==> src/rtl/btks_pkg.sv <==
// Shared types and constants of the balanced top-k score selector.
// Depends on nothing; the controller, datapath, top level and testbench import it.
`timescale 1ns / 1ps
`default_nettype none

package btks_pkg;

    // Field widths
    localparam int SCORE_W   = 16;
    localparam int IDX_W     = 16;
    localparam int BOUND_W   = 15;
    localparam int SIZE_W    = 5;
    localparam int ACT_W     = 2;
    localparam int CFG_IDX_W = 2;

    // Most entries of one polarity that a drain emits
    localparam int MAX_SIDE = 16;

    // Register reset values: 0.5 and 1.0 in Q3.12, ten slots
    localparam logic [BOUND_W-1:0] LOWER_RST = 15'd2048;
    localparam logic [BOUND_W-1:0] UPPER_RST = 15'd4096;
    localparam logic [SIZE_W-1:0]  SIZE_RST  = 5'd10;

    typedef enum logic [ACT_W-1:0] {
        ACT_INSERT = 2'd0,
        ACT_CLEAR  = 2'd1,
        ACT_DRAIN  = 2'd2
    } action_t;

    typedef enum logic [CFG_IDX_W-1:0] {
        REG_LOWER = 2'd0,
        REG_UPPER = 2'd1,
        REG_SIZE  = 2'd2
    } cfg_reg_t;

    // One heap slot
    typedef struct packed {
        logic                      valid;
        logic [IDX_W-1:0]          idx;
        logic signed [SCORE_W-1:0] val;
    } entry_t;

    localparam int ENTRY_W = $bits(entry_t);

    typedef enum logic [3:0] {
        ST_IDLE,
        ST_DECODE,
        ST_ROOT,
        ST_SIFT,
        ST_CNT,
        ST_CNT_LAST,
        ST_CAP,
        ST_EMPTY,
        ST_W_RD,
        ST_W_POS,
        ST_W_NEG,
        ST_W_NEXT
    } state_t;

    // Controller to datapath
    typedef struct packed {
        logic load;
        logic clear;
        logic rd_root;
        logic root;
        logic sift;
        logic cnt_start;
        logic cnt_rd;
        logic cap_load;
        logic walk_rd;
        logic walk_dec;
        logic emit_pos;
        logic emit_neg;
        logic emit_none;
    } dp_cmd_t;

    // Datapath to controller
    typedef struct packed {
        logic [ACT_W-1:0] action;
        logic             keep;
        logic             sift_stop;
        logic             cnt_done;
        logic             cap_zero;
        logic             pos_emit;
        logic             neg_emit;
        logic             rem_zero;
        logic             out_free;
    } dp_status_t;

    // True when a is strictly weaker than b for the given polarity
    function automatic logic weaker(input entry_t a, input entry_t b, input logic neg);
        return neg ? (a.val > b.val) : (a.val < b.val);
    endfunction

endpackage

`default_nettype wire

==> src/rtl/btks_ram.sv <==
// Generic RAM: one write port, two read ports with registered read data.
// Depends on nothing.
`timescale 1ns / 1ps
`default_nettype none

module btks_ram #(
    parameter int WIDTH = 33,
    parameter int DEPTH = 16,
    localparam int AW = (DEPTH > 1) ? $clog2(DEPTH) : 1
) (
    input  wire logic             clk,
    input  wire logic             we,
    input  wire logic [AW-1:0]    waddr,
    input  wire logic [WIDTH-1:0] wdata,
    input  wire logic             re,
    input  wire logic [AW-1:0]    raddr_a,
    input  wire logic [AW-1:0]    raddr_b,
    output logic      [WIDTH-1:0] rdata_a,
    output logic      [WIDTH-1:0] rdata_b
);

    logic [WIDTH-1:0] mem [DEPTH];

    // Write port
    always_ff @(posedge clk)
    begin
        if (we)
        begin
            mem[waddr] <= wdata;
        end
    end

    // Read ports, data held while no read is issued
    always_ff @(posedge clk)
    begin
        if (re)
        begin
            rdata_a <= mem[raddr_a];
            rdata_b <= mem[raddr_b];
        end
    end

endmodule

`default_nettype wire

==> src/rtl/btks_ctrl.sv <==
// Controller of the selector: sequences insert, clear and drain.
// Depends on btks_pkg; drives the datapath through dp_cmd_t.
`timescale 1ns / 1ps
`default_nettype none

module btks_ctrl (
    input  wire logic                 clk,
    input  wire logic                 rst_n,
    input  wire logic                 in_valid,
    output logic                      in_ready,
    input  wire btks_pkg::dp_status_t status,
    output btks_pkg::dp_cmd_t         cmd
);
    import btks_pkg::*;

    state_t state_reg;
    state_t state_next;

    // State register
    always_ff @(posedge clk or negedge rst_n)
    begin
        if (!rst_n)
        begin
            state_reg <= ST_IDLE;
        end
        else
        begin
            state_reg <= state_next;
        end
    end

    // Next state and commands
    always_comb
    begin
        state_next = state_reg;
        cmd        = '0;
        in_ready   = 1'b0;
        unique case (state_reg)
            ST_IDLE:
            begin
                in_ready = 1'b1;
                if (in_valid)
                begin
                    cmd.load   = 1'b1;
                    state_next = ST_DECODE;
                end
            end
            ST_DECODE:
            begin
                unique case (status.action)
                    ACT_INSERT:
                    begin
                        if (status.keep)
                        begin
                            cmd.rd_root = 1'b1;
                            state_next  = ST_ROOT;
                        end
                        else
                        begin
                            state_next = ST_IDLE;
                        end
                    end
                    ACT_CLEAR:
                    begin
                        cmd.clear  = 1'b1;
                        state_next = ST_IDLE;
                    end
                    ACT_DRAIN:
                    begin
                        cmd.cnt_start = 1'b1;
                        state_next    = ST_CNT;
                    end
                    default:
                    begin
                        state_next = ST_IDLE;
                    end
                endcase
            end
            ST_ROOT:
            begin
                cmd.root   = 1'b1;
                state_next = ST_SIFT;
            end
            ST_SIFT:
            begin
                cmd.sift = 1'b1;
                if (status.sift_stop)
                begin
                    state_next = ST_IDLE;
                end
            end
            ST_CNT:
            begin
                cmd.cnt_rd = 1'b1;
                if (status.cnt_done)
                begin
                    state_next = ST_CNT_LAST;
                end
            end
            ST_CNT_LAST:
            begin
                state_next = ST_CAP;
            end
            ST_CAP:
            begin
                cmd.cap_load = 1'b1;
                state_next   = status.cap_zero ? ST_EMPTY : ST_W_RD;
            end
            ST_EMPTY:
            begin
                if (status.out_free)
                begin
                    cmd.emit_none = 1'b1;
                    state_next    = ST_IDLE;
                end
            end
            ST_W_RD:
            begin
                cmd.walk_rd = 1'b1;
                state_next  = ST_W_POS;
            end
            ST_W_POS:
            begin
                if (!status.pos_emit)
                begin
                    state_next = ST_W_NEG;
                end
                else if (status.out_free)
                begin
                    cmd.emit_pos = 1'b1;
                    state_next   = ST_W_NEG;
                end
            end
            ST_W_NEG:
            begin
                if (!status.neg_emit)
                begin
                    state_next = ST_W_NEXT;
                end
                else if (status.out_free)
                begin
                    cmd.emit_neg = 1'b1;
                    state_next   = ST_W_NEXT;
                end
            end
            ST_W_NEXT:
            begin
                if (status.rem_zero)
                begin
                    state_next = ST_IDLE;
                end
                else
                begin
                    cmd.walk_dec = 1'b1;
                    state_next   = ST_W_RD;
                end
            end
            default:
            begin
                state_next = ST_IDLE;
            end
        endcase
    end

    // A word is only loaded into a free output register
    a_emit_free: assert property (@(posedge clk) disable iff (!rst_n)
        (cmd.emit_pos || cmd.emit_neg || cmd.emit_none) |-> status.out_free)
        else $error("emit into a busy output register");

    // At most one word per cycle
    a_emit_one: assert property (@(posedge clk) disable iff (!rst_n)
        $onehot0({cmd.emit_pos, cmd.emit_neg, cmd.emit_none}))
        else $error("more than one emit in a cycle");

endmodule

`default_nettype wire

==> src/rtl/btks_dp.sv <==
// Datapath of the selector: config registers, both heap RAMs, sift unit,
// drain counters and output register. Depends on btks_pkg and btks_ram.
`timescale 1ns / 1ps
`default_nettype none

module btks_dp #(
    parameter int CAPACITY = 16
) (
    input  wire logic                              clk,
    input  wire logic                              rst_n,
    input  wire btks_pkg::dp_cmd_t                 cmd,
    output btks_pkg::dp_status_t                   status,
    input  wire logic                              cfg_valid,
    input  wire logic [btks_pkg::CFG_IDX_W-1:0]    cfg_index,
    input  wire logic [btks_pkg::BOUND_W-1:0]      cfg_data,
    input  wire logic [btks_pkg::ACT_W-1:0]        action,
    input  wire logic [btks_pkg::IDX_W-1:0]        item_index,
    input  wire logic signed [btks_pkg::SCORE_W-1:0] score,
    output logic                                   out_valid,
    input  wire logic                              out_ready,
    output logic [btks_pkg::IDX_W-1:0]             sel_index,
    output logic                                   sel_negative,
    output logic signed [btks_pkg::SCORE_W-1:0]    sel_score,
    output logic                                   none_selected,
    output logic                                   last
);
    import btks_pkg::*;

    localparam int IW = (CAPACITY > 1) ? $clog2(CAPACITY) : 1;
    localparam int CW = IW + 2;
    localparam int NW = $clog2(CAPACITY + 1);

    // Config registers
    logic [BOUND_W-1:0] lower_reg;
    logic [BOUND_W-1:0] upper_reg;
    logic [SIZE_W-1:0]  size_reg;

    // Latched input word
    logic [ACT_W-1:0]          act_reg;
    logic [IDX_W-1:0]          idx_reg;
    logic signed [SCORE_W-1:0] score_reg;
    logic                      pol_reg;

    // Heap storage and slot valid flags
    logic [CAPACITY-1:0] ok_pos_reg;
    logic [CAPACITY-1:0] ok_neg_reg;
    logic                oka_p_reg;
    logic                okb_p_reg;
    logic                oka_n_reg;
    logic                okb_n_reg;
    logic [ENTRY_W-1:0]  rda_p;
    logic [ENTRY_W-1:0]  rdb_p;
    logic [ENTRY_W-1:0]  rda_n;
    logic [ENTRY_W-1:0]  rdb_n;
    logic                re;
    logic [CW-1:0]       addr_a_full;
    logic [CW-1:0]       addr_b_full;
    logic [IW-1:0]       addr_a;
    logic [IW-1:0]       addr_b;
    logic                we_p;
    logic                we_n;
    entry_t              wdata;

    // Sift unit
    entry_t              x_reg;
    logic [IW-1:0]       cur_reg;
    entry_t              ea_p;
    entry_t              eb_p;
    entry_t              ea_n;
    entry_t              eb_n;
    entry_t              ea;
    entry_t              eb;
    entry_t              cand;
    entry_t              root_new;
    entry_t              child;
    logic [CW-1:0]       l_full;
    logic [CW-1:0]       r_full;
    logic [CW-1:0]       child_full;
    logic [CW-1:0]       cl_full;
    logic [CW-1:0]       cr_full;
    logic                l_in;
    logic                r_in;
    logic                r_better;
    logic                desc;

    // Drain counters
    logic [IW-1:0]       i_reg;
    logic                acc_en_reg;
    logic [NW-1:0]       pc_reg;
    logic [NW-1:0]       nc_reg;
    logic [NW-1:0]       rem_p_reg;
    logic [NW-1:0]       rem_n_reg;
    logic [NW-1:0]       min_cnt;
    logic [NW-1:0]       cap;
    logic [NW-1:0]       n_used;
    logic [CW-1:0]       n_cw;
    logic [CW-1:0]       n_m1;

    // Filter
    logic signed [SCORE_W:0] s_ext;
    logic [SCORE_W:0]        mag;
    logic                    keep;

    // Output register
    logic                      out_valid_reg;
    logic [IDX_W-1:0]          sel_index_reg;
    logic                      sel_negative_reg;
    logic signed [SCORE_W-1:0] sel_score_reg;
    logic                      none_reg;
    logic                      last_reg;
    logic                      out_free;

    // Config write port
    always_ff @(posedge clk or negedge rst_n)
    begin
        if (!rst_n)
        begin
            lower_reg <= LOWER_RST;
            upper_reg <= UPPER_RST;
            size_reg  <= SIZE_RST;
        end
        else if (cfg_valid)
        begin
            unique case (cfg_index)
                REG_LOWER: lower_reg <= cfg_data;
                REG_UPPER: upper_reg <= cfg_data;
                REG_SIZE:  size_reg  <= cfg_data[SIZE_W-1:0];
                default:   ;
            endcase
        end
    end

    // Slots in use, clamped to 1..CAPACITY
    always_comb
    begin
        if (size_reg == '0)
        begin
            n_used = NW'(1);
        end
        else if (32'(size_reg) > CAPACITY)
        begin
            n_used = NW'(CAPACITY);
        end
        else
        begin
            n_used = NW'(size_reg);
        end
    end

    assign n_cw = CW'(n_used);
    assign n_m1 = n_cw - CW'(1);

    // Input word latch
    always_ff @(posedge clk or negedge rst_n)
    begin
        if (!rst_n)
        begin
            act_reg <= '0;
        end
        else if (cmd.load)
        begin
            act_reg <= action;
        end
    end

    always_ff @(posedge clk)
    begin
        if (cmd.load)
        begin
            idx_reg   <= item_index;
            score_reg <= score;
            pol_reg   <= score[SCORE_W-1] || (score == '0);
        end
    end

    // Magnitude window check
    assign s_ext = {score_reg[SCORE_W-1], score_reg};
    assign mag   = s_ext[SCORE_W] ? (SCORE_W+1)'(-s_ext) : (SCORE_W+1)'(s_ext);
    assign keep  = (mag > (SCORE_W+1)'(lower_reg)) && (mag < (SCORE_W+1)'(upper_reg));

    // Gated read data: a slot not written since clear reads as empty
    assign ea_p = oka_p_reg ? entry_t'(rda_p) : '0;
    assign eb_p = okb_p_reg ? entry_t'(rdb_p) : '0;
    assign ea_n = oka_n_reg ? entry_t'(rda_n) : '0;
    assign eb_n = okb_n_reg ? entry_t'(rdb_n) : '0;
    assign ea   = pol_reg ? ea_n : ea_p;
    assign eb   = pol_reg ? eb_n : eb_p;

    // Root decision
    assign cand.valid = 1'b1;
    assign cand.idx   = idx_reg;
    assign cand.val   = score_reg;
    assign root_new   = weaker(ea, cand, pol_reg) ? cand : ea;

    // One sift level: pick the weaker child, left on a tie
    assign l_full     = {1'b0, cur_reg, 1'b1};
    assign r_full     = l_full + CW'(1);
    assign l_in       = l_full < n_cw;
    assign r_in       = r_full < n_cw;
    assign r_better   = r_in && weaker(eb, ea, pol_reg);
    assign child      = r_better ? eb : ea;
    assign child_full = r_better ? r_full : l_full;
    assign desc       = l_in && weaker(child, x_reg, pol_reg);
    assign cl_full    = {1'b0, child_full[IW-1:0], 1'b1};
    assign cr_full    = cl_full + CW'(1);

    // Read address select
    always_comb
    begin
        priority if (cmd.rd_root)
        begin
            addr_a_full = '0;
            addr_b_full = '0;
        end
        else if (cmd.root)
        begin
            addr_a_full = CW'(1);
            addr_b_full = CW'(2);
        end
        else if (cmd.sift)
        begin
            addr_a_full = cl_full;
            addr_b_full = cr_full;
        end
        else
        begin
            addr_a_full = CW'(i_reg);
            addr_b_full = CW'(i_reg);
        end
    end

    assign re     = cmd.rd_root || cmd.root || cmd.sift || cmd.cnt_rd || cmd.walk_rd;
    assign addr_a = (addr_a_full < CW'(CAPACITY)) ? addr_a_full[IW-1:0] : '0;
    assign addr_b = (addr_b_full < CW'(CAPACITY)) ? addr_b_full[IW-1:0] : '0;

    // Write: child moves up, or the held entry settles
    assign wdata = desc ? child : x_reg;
    assign we_p  = cmd.sift && !pol_reg;
    assign we_n  = cmd.sift && pol_reg;

    btks_ram #(
        .WIDTH (ENTRY_W),
        .DEPTH (CAPACITY)
    ) u_pos_ram (
        .clk     (clk),
        .we      (we_p),
        .waddr   (cur_reg),
        .wdata   (wdata),
        .re      (re),
        .raddr_a (addr_a),
        .raddr_b (addr_b),
        .rdata_a (rda_p),
        .rdata_b (rdb_p)
    );

    btks_ram #(
        .WIDTH (ENTRY_W),
        .DEPTH (CAPACITY)
    ) u_neg_ram (
        .clk     (clk),
        .we      (we_n),
        .waddr   (cur_reg),
        .wdata   (wdata),
        .re      (re),
        .raddr_a (addr_a),
        .raddr_b (addr_b),
        .rdata_a (rda_n),
        .rdata_b (rdb_n)
    );

    // Slot valid flags, cleared at once
    always_ff @(posedge clk or negedge rst_n)
    begin
        if (!rst_n)
        begin
            ok_pos_reg <= '0;
            ok_neg_reg <= '0;
        end
        else if (cmd.clear)
        begin
            ok_pos_reg <= '0;
            ok_neg_reg <= '0;
        end
        else
        begin
            if (we_p)
            begin
                ok_pos_reg[cur_reg] <= 1'b1;
            end
            if (we_n)
            begin
                ok_neg_reg[cur_reg] <= 1'b1;
            end
        end
    end

    // Flags sampled alongside the read data
    always_ff @(posedge clk or negedge rst_n)
    begin
        if (!rst_n)
        begin
            oka_p_reg <= 1'b0;
            okb_p_reg <= 1'b0;
            oka_n_reg <= 1'b0;
            okb_n_reg <= 1'b0;
        end
        else if (re)
        begin
            oka_p_reg <= ok_pos_reg[addr_a];
            okb_p_reg <= ok_pos_reg[addr_b];
            oka_n_reg <= ok_neg_reg[addr_a];
            okb_n_reg <= ok_neg_reg[addr_b];
        end
    end

    // Held entry and current slot of the sift
    always_ff @(posedge clk)
    begin
        if (cmd.root)
        begin
            x_reg   <= root_new;
            cur_reg <= '0;
        end
        else if (cmd.sift && desc)
        begin
            cur_reg <= child_full[IW-1:0];
        end
    end

    // Drain: count valid slots, then walk from the top slot down
    assign min_cnt = (pc_reg < nc_reg) ? pc_reg : nc_reg;
    assign cap     = (32'(min_cnt) > MAX_SIDE) ? NW'(MAX_SIDE) : min_cnt;

    always_ff @(posedge clk or negedge rst_n)
    begin
        if (!rst_n)
        begin
            i_reg      <= '0;
            acc_en_reg <= 1'b0;
            pc_reg     <= '0;
            nc_reg     <= '0;
            rem_p_reg  <= '0;
            rem_n_reg  <= '0;
        end
        else
        begin
            acc_en_reg <= cmd.cnt_rd;
            if (cmd.cnt_start)
            begin
                i_reg  <= '0;
                pc_reg <= '0;
                nc_reg <= '0;
            end
            else
            begin
                if (cmd.cnt_rd && !status.cnt_done)
                begin
                    i_reg <= i_reg + IW'(1);
                end
                if (acc_en_reg)
                begin
                    pc_reg <= pc_reg + NW'(ea_p.valid);
                    nc_reg <= nc_reg + NW'(ea_n.valid);
                end
            end
            if (cmd.cap_load)
            begin
                rem_p_reg <= cap;
                rem_n_reg <= cap;
                i_reg     <= n_m1[IW-1:0];
            end
            if (cmd.walk_dec)
            begin
                i_reg <= i_reg - IW'(1);
            end
            if (cmd.emit_pos)
            begin
                rem_p_reg <= rem_p_reg - NW'(1);
            end
            if (cmd.emit_neg)
            begin
                rem_n_reg <= rem_n_reg - NW'(1);
            end
        end
    end

    // Output register
    assign out_free = !out_valid_reg || out_ready;

    always_ff @(posedge clk or negedge rst_n)
    begin
        if (!rst_n)
        begin
            out_valid_reg <= 1'b0;
        end
        else if (cmd.emit_pos || cmd.emit_neg || cmd.emit_none)
        begin
            out_valid_reg <= 1'b1;
        end
        else if (out_ready)
        begin
            out_valid_reg <= 1'b0;
        end
    end

    always_ff @(posedge clk)
    begin
        priority if (cmd.emit_pos)
        begin
            sel_index_reg    <= ea_p.idx;
            sel_negative_reg <= 1'b0;
            sel_score_reg    <= ea_p.val;
            none_reg         <= 1'b0;
            last_reg         <= (rem_p_reg == NW'(1)) && (rem_n_reg == '0);
        end
        else if (cmd.emit_neg)
        begin
            sel_index_reg    <= ea_n.idx;
            sel_negative_reg <= 1'b1;
            sel_score_reg    <= ea_n.val;
            none_reg         <= 1'b0;
            last_reg         <= (rem_n_reg == NW'(1)) && (rem_p_reg == '0);
        end
        else if (cmd.emit_none)
        begin
            sel_index_reg    <= '0;
            sel_negative_reg <= 1'b0;
            sel_score_reg    <= '0;
            none_reg         <= 1'b1;
            last_reg         <= 1'b1;
        end
    end

    assign out_valid     = out_valid_reg;
    assign sel_index     = sel_index_reg;
    assign sel_negative  = sel_negative_reg;
    assign sel_score     = sel_score_reg;
    assign none_selected = none_reg;
    assign last          = last_reg;

    // Status to the controller
    assign status.action    = act_reg;
    assign status.keep      = keep;
    assign status.sift_stop = !desc;
    assign status.cnt_done  = (CW'(i_reg) == n_m1);
    assign status.cap_zero  = (pc_reg == '0) || (nc_reg == '0);
    assign status.pos_emit  = ea_p.valid && (rem_p_reg != '0);
    assign status.neg_emit  = ea_n.valid && (rem_n_reg != '0);
    assign status.rem_zero  = (rem_p_reg == '0) && (rem_n_reg == '0);
    assign status.out_free  = out_free;

    // The sift never writes past the slots in use
    a_sift_in_range: assert property (@(posedge clk) disable iff (!rst_n)
        cmd.sift |-> (CW'(cur_reg) < n_cw))
        else $error("sift slot beyond heap size");

    // A drain starts with the same budget on both sides
    a_rem_balanced: assert property (@(posedge clk) disable iff (!rst_n)
        cmd.cap_load |=> (rem_p_reg == rem_n_reg))
        else $error("unbalanced drain budget");

endmodule

`default_nettype wire

==> src/rtl/balanced_top_k_score_selector.sv <==
// Insert: accept, decode, root read, then one sift step per heap level visited
// (up to 5 at 16 slots); a rejected score returns to idle after decode.
// Clear: accept and decode. Drain: accept, decode, count the slots in use, then walk
// each slot (read, positive, negative, next), held by output stalls; one word at a time, set by the FSM.
// Reset (rst_n low, asynchronous): heaps empty, bounds 0.5 / 1.0, size 10.
// Top level: joins controller and datapath. Depends on btks_pkg, btks_ctrl, btks_dp.
`timescale 1ns / 1ps
`default_nettype none

module balanced_top_k_score_selector #(
    parameter int CAPACITY = 16
) (
    input  wire logic                                clk,
    input  wire logic                                rst_n,
    input  wire logic                                cfg_valid,
    output logic                                     cfg_ready,
    input  wire logic [btks_pkg::CFG_IDX_W-1:0]      cfg_index,
    input  wire logic [btks_pkg::BOUND_W-1:0]        cfg_data,
    input  wire logic                                in_valid,
    output logic                                     in_ready,
    input  wire logic [btks_pkg::ACT_W-1:0]          action,
    input  wire logic [btks_pkg::IDX_W-1:0]          item_index,
    input  wire logic signed [btks_pkg::SCORE_W-1:0] score,
    output logic                                     out_valid,
    input  wire logic                                out_ready,
    output logic [btks_pkg::IDX_W-1:0]               sel_index,
    output logic                                     sel_negative,
    output logic signed [btks_pkg::SCORE_W-1:0]      sel_score,
    output logic                                     none_selected,
    output logic                                     last
);
    import btks_pkg::*;

    dp_cmd_t    cmd;
    dp_status_t status;

    // Config writes are always accepted
    assign cfg_ready = 1'b1;

    btks_ctrl u_ctrl (
        .clk      (clk),
        .rst_n    (rst_n),
        .in_valid (in_valid),
        .in_ready (in_ready),
        .status   (status),
        .cmd      (cmd)
    );

    btks_dp #(
        .CAPACITY (CAPACITY)
    ) u_dp (
        .clk           (clk),
        .rst_n         (rst_n),
        .cmd           (cmd),
        .status        (status),
        .cfg_valid     (cfg_valid),
        .cfg_index     (cfg_index),
        .cfg_data      (cfg_data),
        .action        (action),
        .item_index    (item_index),
        .score         (score),
        .out_valid     (out_valid),
        .out_ready     (out_ready),
        .sel_index     (sel_index),
        .sel_negative  (sel_negative),
        .sel_score     (sel_score),
        .none_selected (none_selected),
        .last          (last)
    );

endmodule

`default_nettype wire

==> config.mk <==
export PLATFORM = sky130hd
export DESIGN_NAME = balanced_top_k_score_selector
export DESIGN_NICKNAME = d
export VERILOG_FILES = /design/src/rtl/btks_pkg.sv /design/src/rtl/btks_ram.sv /design/src/rtl/btks_ctrl.sv /design/src/rtl/btks_dp.sv /design/src/rtl/balanced_top_k_score_selector.sv
export SDC_FILE = /design/constraint.sdc
export NUM_CORES = 2
export LEC_CHECK = 0
export BUFFER_PORTS_ARGS = -buffer_cell sky130_fd_sc_hd__buf_2
export CORE_MARGIN = 2
export CORE_UTILIZATION = 50
export CTS_CLUSTER_DIAMETER = 60
export DETAILED_ROUTE_END_ITERATION = 8
export PLACE_DENSITY = 0.67
export SYNTH_ARGS = -nofsm -noshare
export SYNTH_HDL_FRONTEND = slang
export SYNTH_SLANG_ARGS = --single-unit
==> constraint.sdc <==
create_clock -name clk -period 10.7 [get_ports clk]
set_clock_uncertainty 0.1 [all_clocks]
set_input_delay 2.14 -clock clk [delete_from_list [all_inputs] [get_ports clk]]
set_output_delay 2.14 -clock clk [all_outputs]
set_load 0.02 [all_outputs]
==> results <==
- The final layout contains 4562 nets.
- The flow ran to the end, and the final reports show no timing, DRC or antenna violations.
- The clock insertion delay at the later pin of the skew report is around 800 ps.
- The category of the worst setup path launch point is a flop.
- The die covers around 140000 um^2.
- Entering global routing, the biggest net connects approximately 120 pins.
- The number of warnings reported in the yosys synthesis log is 0.
- The leading area contributor after synthesis is edfxtp_1.
- The largest registers in the layout are u_dp.u_neg_ram.mem: 528 flops, u_dp.u_pos_ram.mem: 528 flops.
- The per-cell routed wire length is 31.7 um.
- The classification of the worst-slack hold path is reg -> reg.
- TritonCTS built the clock tree.
- The required arrival time at the worst endpoint is between 10000 and 15000 ps.
- The number of buffers inserted by hold repair at cts is 0.
- The layout filler cell count is 10600.
- The commonest cells after synthesis are edfxtp_1, mux2i_1, mux4_2, nand2_1, o21ai_0.
- In the global route stage, overall resource usage came out at about 28%.
- The main flop type after synthesis is edfxtp_1.
- In the synthesized netlist the async set-or-reset flop fraction comes to 7.38%.
- The type of destination of the critical path is a flop.
- At the end of routability-driven placement, the weighted congestion stood at 0.915.
- The routed layout has roughly 41000 vias.
- Dividing the detail-routed via count by the number of cells gives about 6.5.
- The synthesized design contains about 1300 enable-type register cells.
- The wire-length estimate of the detail-placed layout is 114 mm.
- The remaining routing DRC violations is 0.
- The via count of the first global-routing pass is between 40000 and 50000.
- The quantity of I/O buffers inserted on ports is a little over 90.
- The slew at the pin closest to its max-slew limit is between 1000 and 1500 ps.
- The detailed-router iteration count before antenna repair is 6.
- Relative to the synthesized area, the layout overhead comes to 10.8%.
- Setup violations remaining at the end of the flow were counted as 0.
- The fmax is between 100 and 150 MHz.
- The wire length of the first global-routing pass is 284 mm.
- Along the worst path, the maximum fanout reaches 38.
- For the final routed database, the setup TNS stands at 0 ps.
- In this run the tightest slew margin relative to its limit is 8.96%.
- The initial utilization of the core area, before any placement, comes to 50.2%.
- CTS placed an instance of clkbuf_16 at the clock tree root.
- The minimum period implied by the final worst setup slack is around 8600 ps.
- The final-report max-slew violation count is 0.
- The flip-flop and latch count after synthesis is approximately 1400.
- The critical path in this run is classified as reg -> reg.
- The post-route clock period utilization is 80.1%.
- Each instance of the synthesized netlist takes up on average 15.8 um^2.
- The final antenna diode count is 0.
- The I/O pin count is 94.
- The count of maximum capacitance violations is 0.
- In this run the register-to-register setup slack is roughly 2100 ps.
- In the post-synthesis netlist, the cell with the most instances is edfxtp_1.
- Yosys attributes the largest share of cell area to edfxtp_1, mux2i_1, mux4_2, dfrtp_1, ha_1.
- Setup repair after global routing left no endpoint under its margin.
- The core region is ~140000 um^2.
- For this run, the register share of the synthesized area comes to between 60% and 70%.
- The clock passes through at most 3 buffers.
- The post-synth net total is 4507.
- The H-tree was split into 4 levels.
- The area share of the largest cell type after synthesis is a little under three fifths.
- The x dimension of the die is between 300 and 400 um.
- The number of sinks on the clock net is around 1400.
- After floorplanning, the core was divided into about 140 placement rows.
- The share of post-route cells with drive strength above 1 is between 10% and 20%.
- The final wirelength is ~200 mm.
- The clock edge transition at the registers on the reported setup and hold paths is roughly 60 ps.
- The post-cts gate resize count is 0.
- The iteration-0 DRC count of the detailed router is ~5000.
- Counting the buffers created by CTS gives 153.
- The cell area after synthesis is 68800 um^2.
- From bottom edge to top edge, the die measures between 300 and 400 um.
- The remaining number of nets flagged by the antenna check after routing is 0.
- The synthesized netlist contains between 80 and 90 unique library cells.
- For this run, the share of the core covered by cells in the final layout is a little under three fifths.
- Data on the critical path arrives at its endpoint at 8890 ps.
- Summed over all layers, the global routing overflow is 0.
- The final-report hold violation count is 0.
- The buffer count from post-CTS setup fixing is 0.
- The number of antenna violations at the first check in global routing is 6.
- The number of cells produced by synthesis is ~4300.
==> cells by family (layout without fill, tap and decap cells) <==
logic type                 Yosys count  in the layout  share of synthesized area (%)
and+or+nand+nor                    445            445                           3.01
adders and majority gates          105            105                           1.91
DFF                               1396           1396                           60.1
muxes                             1543           1543                           27.5
xor gates and xnor gates            35             35                          0.446
AOI/OAI and AO/OA                  430            430                           4.25
buffers and inverters              392            561                           2.77
other                                1              1                        0.00545
==> placed cells by master (no fill, tap or decap), types with 9 or more instances in the layout <==
master / synthesis / layout
a211oi_1: 11 / 10
a21o_1: 22 / 22
a21oi_1: 63 / 63
a221o_1: 18 / 18
a22o_1: 14 / 14
a31oi_1: 11 / 11
buf_12: 0 / 10
buf_2: 104 / 91
buf_4: 57 / 80
bufinv_16: 0 / 17
clkbuf_1: 93 / 21
clkbuf_16: 0 / 158
clkinv_1: 0 / 34
clkinv_2: 0 / 12
clkinvlp_4: 0 / 10
dfrtp_1: 99 / 97
edfxtp_1: 1287 / 1287
ha_1: 104 / 104
inv_1: 109 / 105
inv_6: 0 / 9
mux2_2: 58 / 58
mux2i_1: 1213 / 1212
mux4_2: 272 / 272
nand2_1: 147 / 145
nand2b_1: 11 / 11
nand3_1: 98 / 97
nand4_1: 14 / 14
nor2_1: 96 / 62
nor2_4: 0 / 34
nor3_1: 15 / 15
nor4_1: 10 / 10
o211ai_1: 9 / 9
o21a_1: 71 / 70
o21ai_0: 125 / 110
o21ai_2: 2 / 14
xnor2_1: 27 / 27
==> layout make-up <==
type / count / area [um^2] / area share [%]
inverter: 111 / 422 / 0.553
tap: 1794 / 2240 / 2.95
clock buffer: 181 / 4060 / 5.33
clock inverter: 88 / 961 / 1.26
sequential: 1396 / 41400 / 54.3
timing repair buffer: 181 / 1260 / 1.65
multi-input combinational: 2559 / 25900 / 34.0
==> metrics by stage <==
step	setup slack [ps]	hold slack [ps]	std cells	cell area, um^2
4_1_cts	2380	349	6310	76200
3_5_place_dp	2450	339	6041	71200
2_1_floorplan	2880	379	4347	68800
3_3_place_gp	2600	330	6041	71200
5_1_grt	1840	366	6310	76200
6_report	2130	344	6310	76200
==> worst paths after layout <==
path,from,end,cells past startpoint
setup / recovery,u_dp.pol_reg$_DFFE_PP_,u_dp.u_pos_ram.mem[5][2]$_DFFE_PP_,26
max in group asynchronous,rst_n,u_dp.oka_n_reg$_DFFE_PN0P_,2
min in group asynchronous,rst_n,u_dp.nc_reg[2]$_DFFE_PN0P_,1
hold reg to reg,u_dp.sel_negative$_SDFFE_PP0P_,u_dp.sel_negative$_SDFFE_PP0P_,2
hold / removal,u_dp.sel_negative$_SDFFE_PP0P_,u_dp.sel_negative$_SDFFE_PP0P_,2
setup reg to reg,u_dp.pol_reg$_DFFE_PP_,u_dp.u_pos_ram.mem[5][2]$_DFFE_PP_,26
==> worst max-delay path, cell delays in order, from the launching register on <==
cell,delay (ps)
edfxtp_1,810
and2_2,1030
a22o_1,300
ha_1,250
a21oi_1,200
o21ai_0,140
a211o_1,340
a311oi_1,310
nand2_1,160
a22oi_4,280
nand2_4,170
inv_2,290
mux2_2,390
ha_1,280
nor2b_1,140
o21a_1,170
o21a_1,170
o21a_1,170
o21a_1,170
o21a_1,160
o21a_1,160
o21ai_0,210
a21oi_1,110
nor3b_2,240
buf_4,700
nand2_1,160
o21ai_2,470
==> routing by layer <==
layer / part of all wire, % / vias up / routed length (um) / track usage (%)
li1: - / 17400 / - / -
met1: 39 / 21100 / 78500 / 37.5
met2: 47 / 2116 / 94900 / 46.0
met3: 9.0 / 468 / 18000 / 5.07
met4: 4.3 / 2 / 8550 / 11.6
met5: 0.0035 / - / 7 / 0
Power is not shown: default switching activity piles up to over one toggle a cycle in this logic, so the estimate is an artifact.
